[src/hdl/lcmpf_pkg.sv]
// Shared types, constants and the prime tables of the LCM-by-factoring block.
package lcmpf_pkg;

    localparam int PRIME_COUNT = 168;
    localparam int PRIME_LIMIT = 1000;

    localparam int PRIME_W = $clog2(PRIME_LIMIT);
    localparam int PIDX_W  = $clog2(PRIME_COUNT);
    localparam int IDX_W   = $clog2(PRIME_COUNT + 1);

    localparam int VALUE_W    = 32;
    localparam int MULTIPLE_W = 31;
    localparam int STATUS_W   = 2;
    localparam int CHECK_W    = VALUE_W + PRIME_W;
    localparam int WIDE_W     = MULTIPLE_W + PRIME_W;

    localparam logic [STATUS_W-1:0] STATUS_OK       = 2'd0;
    localparam logic [STATUS_W-1:0] STATUS_OVERFLOW = 2'd1;
    localparam logic [STATUS_W-1:0] STATUS_BEYOND   = 2'd2;

    typedef logic [PRIME_W-1:0] prime_t;
    typedef logic [VALUE_W-1:0] word_t;
    typedef prime_t prime_tab_t [PRIME_COUNT];
    typedef word_t  inv_tab_t [PRIME_COUNT];

    // Every prime below the limit, rising.
    localparam prime_tab_t PRIMES = '{
        10'd2,   10'd3,   10'd5,   10'd7,   10'd11,  10'd13,  10'd17,  10'd19,
        10'd23,  10'd29,  10'd31,  10'd37,  10'd41,  10'd43,  10'd47,  10'd53,
        10'd59,  10'd61,  10'd67,  10'd71,  10'd73,  10'd79,  10'd83,  10'd89,
        10'd97,  10'd101, 10'd103, 10'd107, 10'd109, 10'd113, 10'd127, 10'd131,
        10'd137, 10'd139, 10'd149, 10'd151, 10'd157, 10'd163, 10'd167, 10'd173,
        10'd179, 10'd181, 10'd191, 10'd193, 10'd197, 10'd199, 10'd211, 10'd223,
        10'd227, 10'd229, 10'd233, 10'd239, 10'd241, 10'd251, 10'd257, 10'd263,
        10'd269, 10'd271, 10'd277, 10'd281, 10'd283, 10'd293, 10'd307, 10'd311,
        10'd313, 10'd317, 10'd331, 10'd337, 10'd347, 10'd349, 10'd353, 10'd359,
        10'd367, 10'd373, 10'd379, 10'd383, 10'd389, 10'd397, 10'd401, 10'd409,
        10'd419, 10'd421, 10'd431, 10'd433, 10'd439, 10'd443, 10'd449, 10'd457,
        10'd461, 10'd463, 10'd467, 10'd479, 10'd487, 10'd491, 10'd499, 10'd503,
        10'd509, 10'd521, 10'd523, 10'd541, 10'd547, 10'd557, 10'd563, 10'd569,
        10'd571, 10'd577, 10'd587, 10'd593, 10'd599, 10'd601, 10'd607, 10'd613,
        10'd617, 10'd619, 10'd631, 10'd641, 10'd643, 10'd647, 10'd653, 10'd659,
        10'd661, 10'd673, 10'd677, 10'd683, 10'd691, 10'd701, 10'd709, 10'd719,
        10'd727, 10'd733, 10'd739, 10'd743, 10'd751, 10'd757, 10'd761, 10'd769,
        10'd773, 10'd787, 10'd797, 10'd809, 10'd811, 10'd821, 10'd823, 10'd827,
        10'd829, 10'd839, 10'd853, 10'd857, 10'd859, 10'd863, 10'd877, 10'd881,
        10'd883, 10'd887, 10'd907, 10'd911, 10'd919, 10'd929, 10'd937, 10'd941,
        10'd947, 10'd953, 10'd967, 10'd971, 10'd977, 10'd983, 10'd991, 10'd997
    };

    // Inverse of each odd prime modulo 2^32 by Newton iteration; every step
    // doubles the number of correct low bits, starting from three.
    function automatic inv_tab_t build_inverses(input prime_tab_t primes);
        inv_tab_t tab;
        word_t    p;
        word_t    inv;
        for (int i = 0; i < PRIME_COUNT; i++) begin
            p   = word_t'(primes[i]);
            inv = p;
            for (int k = 0; k < 4; k++) begin
                inv = word_t'(inv * word_t'(word_t'(2) - word_t'(p * inv)));
            end
            tab[i] = inv;
        end
        return tab;
    endfunction

    localparam inv_tab_t PRIME_INVERSES = build_inverses(PRIMES);

    typedef struct packed {
        logic load;
        logic calc;
        logic apply;
        logic next;
        logic finish;
    } lcmpf_cmd_t;

    typedef struct packed {
        logic both_one;
        logic table_end;
        logic hit;
        logic out_busy;
    } lcmpf_stat_t;

endpackage

[src/hdl/lcmpf_ctrl.sv]
// Controller state machine that sequences the trial division over the prime table.
module lcmpf_ctrl
    import lcmpf_pkg::*;
(
    input  logic        aclk,
    input  logic        aresetn,
    input  logic        s_tvalid,
    output logic        s_tready,
    input  lcmpf_stat_t stat,
    output lcmpf_cmd_t  cmd
);

    localparam logic [1:0] ST_IDLE = 2'd0;
    localparam logic [1:0] ST_CALC = 2'd1;
    localparam logic [1:0] ST_TEST = 2'd2;
    localparam logic [1:0] ST_DONE = 2'd3;

    logic [1:0] state_reg;
    logic [1:0] state_next;

    assign s_tready = (state_reg == ST_IDLE);

    always_comb begin
        state_next = state_reg;
        cmd        = '0;
        case (state_reg)
            ST_IDLE: begin
                if (s_tvalid) begin
                    cmd.load   = 1'b1;
                    state_next = ST_CALC;
                end
            end
            ST_CALC: begin
                if (stat.both_one || stat.table_end) begin
                    state_next = ST_DONE;
                end else begin
                    cmd.calc   = 1'b1;
                    state_next = ST_TEST;
                end
            end
            ST_TEST: begin
                // A hit divides out one more power and retries the same prime.
                if (stat.hit) begin
                    cmd.apply = 1'b1;
                end else begin
                    cmd.next = 1'b1;
                end
                state_next = ST_CALC;
            end
            ST_DONE: begin
                if (!stat.out_busy) begin
                    cmd.finish = 1'b1;
                    state_next = ST_IDLE;
                end
            end
            default: begin
                state_next = ST_IDLE;
            end
        endcase
    end

    always_ff @(posedge aclk) begin
        if (!aresetn) begin
            state_reg <= ST_IDLE;
        end else begin
            state_reg <= state_next;
        end
    end

endmodule

[config.mk]
export PLATFORM = sky130hd
export DESIGN_NAME = lcmpf_ctrl
export DESIGN_NICKNAME = d
export VERILOG_FILES = /design/src/hdl/lcmpf_pkg.sv /design/src/hdl/lcmpf_ctrl.sv
export SDC_FILE = /design/constraint.sdc
export NUM_CORES = 1
export LEC_CHECK = 0
export ABC_AREA = 1
export BUFFER_PORTS_ARGS = -buffer_cell sky130_fd_sc_hd__buf_4
export CORE_AREA = 2 2 39 41
export DETAILED_ROUTE_END_ITERATION = 7
export DIE_AREA = 0 0 41 43
export PLACE_DENSITY = 0.38
export SLEW_MARGIN = 20
export SYNTH_ARGS = -nofsm -noshare
export SYNTH_HDL_FRONTEND = slang
export SYNTH_SLANG_ARGS = --single-unit
[constraint.sdc]
create_clock -name aclk -period 2.2 [get_ports aclk]
set_input_delay 0.11 -clock aclk [delete_from_list [all_inputs] [get_ports aclk]]
set_output_delay 0.11 -clock aclk [all_outputs]
set_load 0.01 [all_outputs]
* Word level (Yosys, flattened, before mapping)
Index checks and enable logic that the tools add are counted.
** Word-level totals
- Bits in registers :: 2
- Latch bits :: 0
- Memory bits (writable) :: 0
- Bits in read-only memories :: 0
- Input bits :: 7
- Output and inout port bits :: 6
- Word-level logic and storage cells :: 22
- Memories :: 0
** Cells by class
- $add $sub $neg :: 0
- Multiply operators :: 0
- Div/mod/pow operators :: 0
- $lt $le $gt $ge :: 0
- Equal/unequal tests :: 5
- Shift-type cells :: 0
- Multiplexer cells :: 13
- Bitwise gates (word level) :: 0
- Reduce and logical (&&, ||, !) cells :: 3
** Operator list (count)
- $mux 1 :: 9
- $pmux 2 s4 :: 1
- $mux 2 :: 3
- $eq 2x2->1 const B :: 2
- $ne 2x2->1 const B :: 2
- $eq 2x1->1 const B :: 1
- $logic_not 2->1 :: 1
- $reduce_and 2->1 :: 1
- $logic_or 1x1->1 :: 1

* Depth between registers and ports, before layout
Gate-level depths: netlist of the first run.
- Depth after elaboration :: 3
- Depth in mapped cells :: 6

* Worst setup path after synthesis of the first run
OpenSTA, ideal clock, no wires.
- Path kind :: reg2out
- Start :: register state_reg[1]
- End :: output port cmd[0] in the netlist's numbering
- Arrival time :: 797 ps
- Required time :: 2090 ps
- Slack :: 1293 ps
- Cell stages (with the launch flop) :: 3
- Path buffers :: 0
- Cell sequence :: dfxtp_1 > inv_1 > nor3_1
** RTL lines
- start: declaration :: line lcmpf_ctrl.sv:18 : logic [1:0] state_reg;
- start signal: assignment :: line lcmpf_ctrl.sv:66 : state_reg <= state_next;
- end: declaration :: line lcmpf_ctrl.sv:10 : output lcmpf_cmd_t cmd

==> impl_metrics.ini, run 1 <==
[status]
status = complete, no violations

[floorplanning]
dieArea_sq_um = 1760
initial_utilization_pct = 9.76
dieWidth_microns = 41
core-area_sq_um = 1380
die_h_microns = 43
num_io_pins = 13
num_rows = 14

[synth]
synth_nets = 28
ys_ff_latch = 2
synth_cell_types = 12
yosys_warnings = 0
syn_avg_cell_area_sq_um = 6.43
netlist_area_sq_um = 135
synth_cells = 21
ys_seq_area_share_pct = 29.6

[worst_setup_path]
cp.required_ns = 2.09
crit_fanout = 8
setup.worst_path.start = state_reg[1]$_SDFFE_PN0P_
cp-start-kind = register
critical_path_class = register to primary output
r2r-start = state_reg[0]$_SDFFE_PN0P_
crit_arrival_ns = 1.10
cp-end-kind = primary output

[timing]
max_slew_margin_pct = 83.7
worst_pin_slew_ns = 0.244
slew_viol_final = 0
clock_skew_ns = 0.000531
setup_viol = 0
setup_slack_ns = 0.988
setup_tns_ns = 0
rsz0062_at_grt = false
fin_crit_sh_pct = 55.1
fmax_ghz = 0.825
finalCriticalPeriod_ns = 1.21
finalHoldViolations = 0

[cts]
clk_pin_slew_ns = 0.03
cts_buffers = 3
cts_root_buf = clkbuf_4
cts_sinks = 2
postCtsHoldBufs = 0
cts_setup_buffers = 0
ctsResizeCount = 0
cts_htree_levels = 1
clock_path_buffers = 2
clk-insertion-delay-late_ns = 0.22
cts_tree = yes

[grt]
first_global_vias = 184
grt_pass1_wl_microns = 627
grt_start_max_net_pins = 9
grtUsageTotal_pct = 6.02
antenna_found_initial = 0
grt_overflow = 0

[layout]
largest_register_ff_count = 2
area_growth_pct = 98.1
diodes = 0
post-route-util_pct = 19.3
layout_common_cells = buf_4 (12), inv_1 (4), nor3_1 (3), nand2_1 (3), clkbuf_4 (3)
fin_cells = 52
layout.nets = 45
nFillCells = 164
layout_commonest_cell = buf_4
drive_gt1_share_pct = 50.0

[detailed_routing]
ant_nets = 0
wire_per_inst_microns = 8.08
drt-vias-per-instance = 3.67
wirelength_microns = 420
drt_iter0_drc = 7
dr.pass1.iters = 4
vias = 191
drc_errors = 0

[hold_path]
min_from = aresetn
hp-class = primary input to register

[placed_design]
io_buffer_count = 12
place_hpwl_microns = 335
dpl.cell_count = 49
place_ws_ns = 1.22
gp_congestion = 0.578

[pwr]
power.density_nw_per_um2 = 625
ir_drop_uv = 156
p_leak_nw = 0.148

[job]
cap_viol_max_count = 0
## logic make-up after synthesis
logic type	count (synthesis)	share of synthesized area [%]
AOI/OAI and AO/OA	2	11.1
and+or+nand+nor	12	45.4
buffers and inverters	5	13.9
DFF	2	29.6
## final timing paths
check	to	slack (ns)	cells past startpoint
max	cmd[0]	0.99	3
min	state_reg[0]$_SDFFE_PN0P_	0.09	3
max reg2reg	state_reg[0]$_SDFFE_PN0P_	1.31	5
min reg2reg	state_reg[1]$_SDFFE_PN0P_	0.55	1
## cell type report
type | count | area, sq um | area share, %
Clock buffer | 3 | 22.5 | 8.41
Inverter | 5 | 18.8 | 7.01
Multi-Input combinational cell | 14 | 76.3 | 28.5
Sequential cell | 2 | 40.0 | 15.0
Tap cell | 16 | 20.0 | 7.48
Timing Repair Buffer | 12 | 90.1 | 33.6
## synthesized netlist by cell type
cell type | instances | area share [%]
inv_2 | 1 | 2.8
nor3b_1 | 1 | 5.6
nand3_1 | 2 | 7.4
and3_2 | 1 | 5.6
inv_1 | 4 | 11
o21ai_0 | 1 | 3.7
nor3_1 | 3 | 11
dfxtp_1 | 2 | 30
nor2_1 | 1 | 2.8
o211a_1 | 1 | 7.4
nor2_2 | 1 | 4.6
nand2_1 | 3 | 8.3
## worst max-delay path, stage by stage, from the launching register on
cell	delay [ns]
dfxtp_1	0.44
inv_1	0.11
nor3_1	0.18
buf_4	0.15
## layer usage
metal	vias up	GRT usage, %	share of wire [%]
met3	0	3.14	11
met2	6	9.06	55
met4	0	8.00	0
met5	-	0	0
met1	86	4.18	34
li1	99	-	-
## power breakdown
part	internal, mW	switching (mW)
logic	0.0218	0.0176
registers	0.0399	0.00587
clock network	0.0603	0.0219
total	0.122	0.0454
## stage by stage
stage               total power [mW]  instance area [sq um]  hold slack, ns
floorplan                     0.0633                    135           0.208
global placement              0.0866                    245           0.320
detailed placement            0.0863                    245           0.322
CTS                            0.173                    268          0.0860
global route                   0.180                    268          0.0975
finish                         0.167                    268          0.0893
Power figures use the tool's default switching activity.
==> run 2, diff against run 1 <==
--- a/config.mk
+++ b/config.mk
@@ -10,7 +10,7 @@
 export CORE_AREA = 2 2 39 41
 export DETAILED_ROUTE_END_ITERATION = 7
 export DIE_AREA = 0 0 41 43
-export PLACE_DENSITY = 0.38
+export PLACE_DENSITY = 0.39
 export SLEW_MARGIN = 20
 export SYNTH_ARGS = -nofsm -noshare
 export SYNTH_HDL_FRONTEND = slang
==> constraint.sdc (replaced) <==
create_clock -name aclk -period 1.05 [get_ports aclk]
set_input_delay 0.0525 -clock aclk [delete_from_list [all_inputs] [get_ports aclk]]
set_output_delay 0.0525 -clock aclk [all_outputs]
set_load 0.01 [all_outputs]
==> run 2 against run 1 <==
  * Register-to-register slack got worse by 1.2 ns
  * Hold slack got worse by 0.053 ns
  * Clock skew up 0.00066 ns
  * Sequential cell count unchanged
  * Total power rose by 120%
  * Utilization increased by 2.6 points
  * Global-route usage grew 0.29 points
  * Count of clock-buffer cells in the layout stayed put
  * Setup slack worse by 0.94 ns
  * Highest routed layer unchanged
==> impl_metrics.ini, run 2 (synthesized netlist as in run 1, its figures left out) <==
[status]
status = complete, no violations

[pwr]
ir_drop_uv = 446
clock_power_share_pct = 46.3
swShare_pct = 27.5
p_sw_mw = 0.100
seqPwrFrac_pct = 27.3
internal_power_mw = 0.264
combPwrFrac_pct = 26.4
power.density_nw_per_um2 = 1200
p_leak_nw = 0.160

[floorplanning]
num_rows = 14
dieWidth_microns = 41
core-area_sq_um = 1380
initial_utilization_pct = 9.76
dieArea_sq_um = 1760
num_io_pins = 13
die_h_microns = 43

[cts]
cts_root_buf = clkbuf_4
cts_sinks = 2
clk_pin_slew_ns = 0.03
postCtsHoldBufs = 0
clk-insertion-delay-late_ns = 0.22
cts_buffers = 3
cts_htree_levels = 1
cts_tree = yes
clock_path_buffers = 2

[worst_setup_path]
crit_arrival_ns = 0.94
cp-end-kind = primary output
crit_fanout = 8
rrSetupSlack_ns = 0.12
cp-start-kind = register
cp.required_ns = 1.00
critical_path_class = register to primary output

[layout]
layout_commonest_cell = buf_4
largest_register_ff_count = 2
final_area_sq_um = 304
layout_common_cells = buf_4 (12), inv_1 (3), nand2_1 (3), clkbuf_4 (3)
area_growth_pct = 125
diodes = 0
layout.nets = 46
drive_gt1_share_pct = 67.6

[grt]
first_global_vias = 163
grt_start_max_net_pins = 9
grtUsageTotal_pct = 6.31
antenna_found_initial = 0
grt_pass1_wl_microns = 648
grt_overflow = 0

[detailed_routing]
dr.pass1.iters = 2
drt-vias-per-instance = 3.72
drt_iter0_drc = 5
vias = 197
wirelength_microns = 440
ant_nets = 0
wire_per_inst_microns = 8.30
drc_errors = 0

[timing]
finalCriticalPeriod_ns = 0.997
max_slew_margin_pct = 89.3
clock_skew_ns = 0.00119
setup_tns_ns = 0
setup_viol = 0
finalHoldViolations = 0
slew_viol_final = 0
fmax_ghz = 1.00
fin_crit_sh_pct = 95.0
hold_slack_ns = 0.0365
rsz0062_at_grt = false
worst_pin_slew_ns = 0.160

[placed_design]
io_buffer_count = 12
gp_congestion = 0.579
place_hpwl_microns = 322
place_area_sq_um = 245

[hold_path]
hp-class = primary input to register

[job]
cap_viol_max_count = 0
## run 2: through the flow
step,total power [mW],std cells,util (%),worst slack (ns)
2_1_floorplan,0.133,21,-,0.200
5_1_grt,0.397,53,22.0,0.000798
6_report,0.364,53,22.0,0.0527
4_1_cts,0.363,52,19.7,0.00351
3_5_place_dp,0.181,49,17.7,0.128
3_3_place_gp,0.181,49,17.7,0.124
## run 2: layout make-up
class	count	area [sq um]
Clock buffer	3	22.5
Fill cell	163	1080
Inverter	5	21.3
Multi-Input combinational cell	14	91.3
Sequential cell	2	47.5
Tap cell	16	20.0
Timing Repair Buffer	13	101
## run 2: power by group through the flow
stage	clock [mW]	sequential [mW]	combinational (mW)
floorplan	0	0.0940	0.0386
global route	0.191	0.102	0.105
CTS	0.182	0.0961	0.0849
global placement	0	0.0966	0.0844
finish	0.169	0.0996	0.0960
detailed placement	0	0.0968	0.0844
## run 2: worst max-delay path, stage by stage, from the launching register on
cell	delay, ns
dfxtp_4	0.38
inv_2	0.06
nor3_1	0.14
buf_4	0.15
## run 2: final timing paths
kind / from / endpoint / cells past startpoint
min: aresetn / state_reg[0]$_SDFFE_PN0P_ / 3
min reg2reg: state_reg[0]$_SDFFE_PN0P_ / state_reg[1]$_SDFFE_PN0P_ / 1
max: state_reg[1]$_SDFFE_PN0P_ / cmd[1] / 3
max reg2reg: state_reg[0]$_SDFFE_PN0P_ / state_reg[0]$_SDFFE_PN0P_ / 6
## run 2: routing by layer
| layer | track usage, % | wire [microns] |
|---|---|---|
| met4 | 4.00 | 0 |
| met5 | 0 | 0 |
| met2 | 7.81 | 223 |
| met1 | 5.43 | 167 |
| met3 | 7.85 | 49 |
## run 2: timing repair
item | in CTS | in global routing
buffers inserted | 0 | 1
hold endpoints to repair | 0 | 0
setup endpoints to repair | 5 | 5
pin swaps | 0 | 1
resized for setup | 3 | 7
cloned | 0 | 0
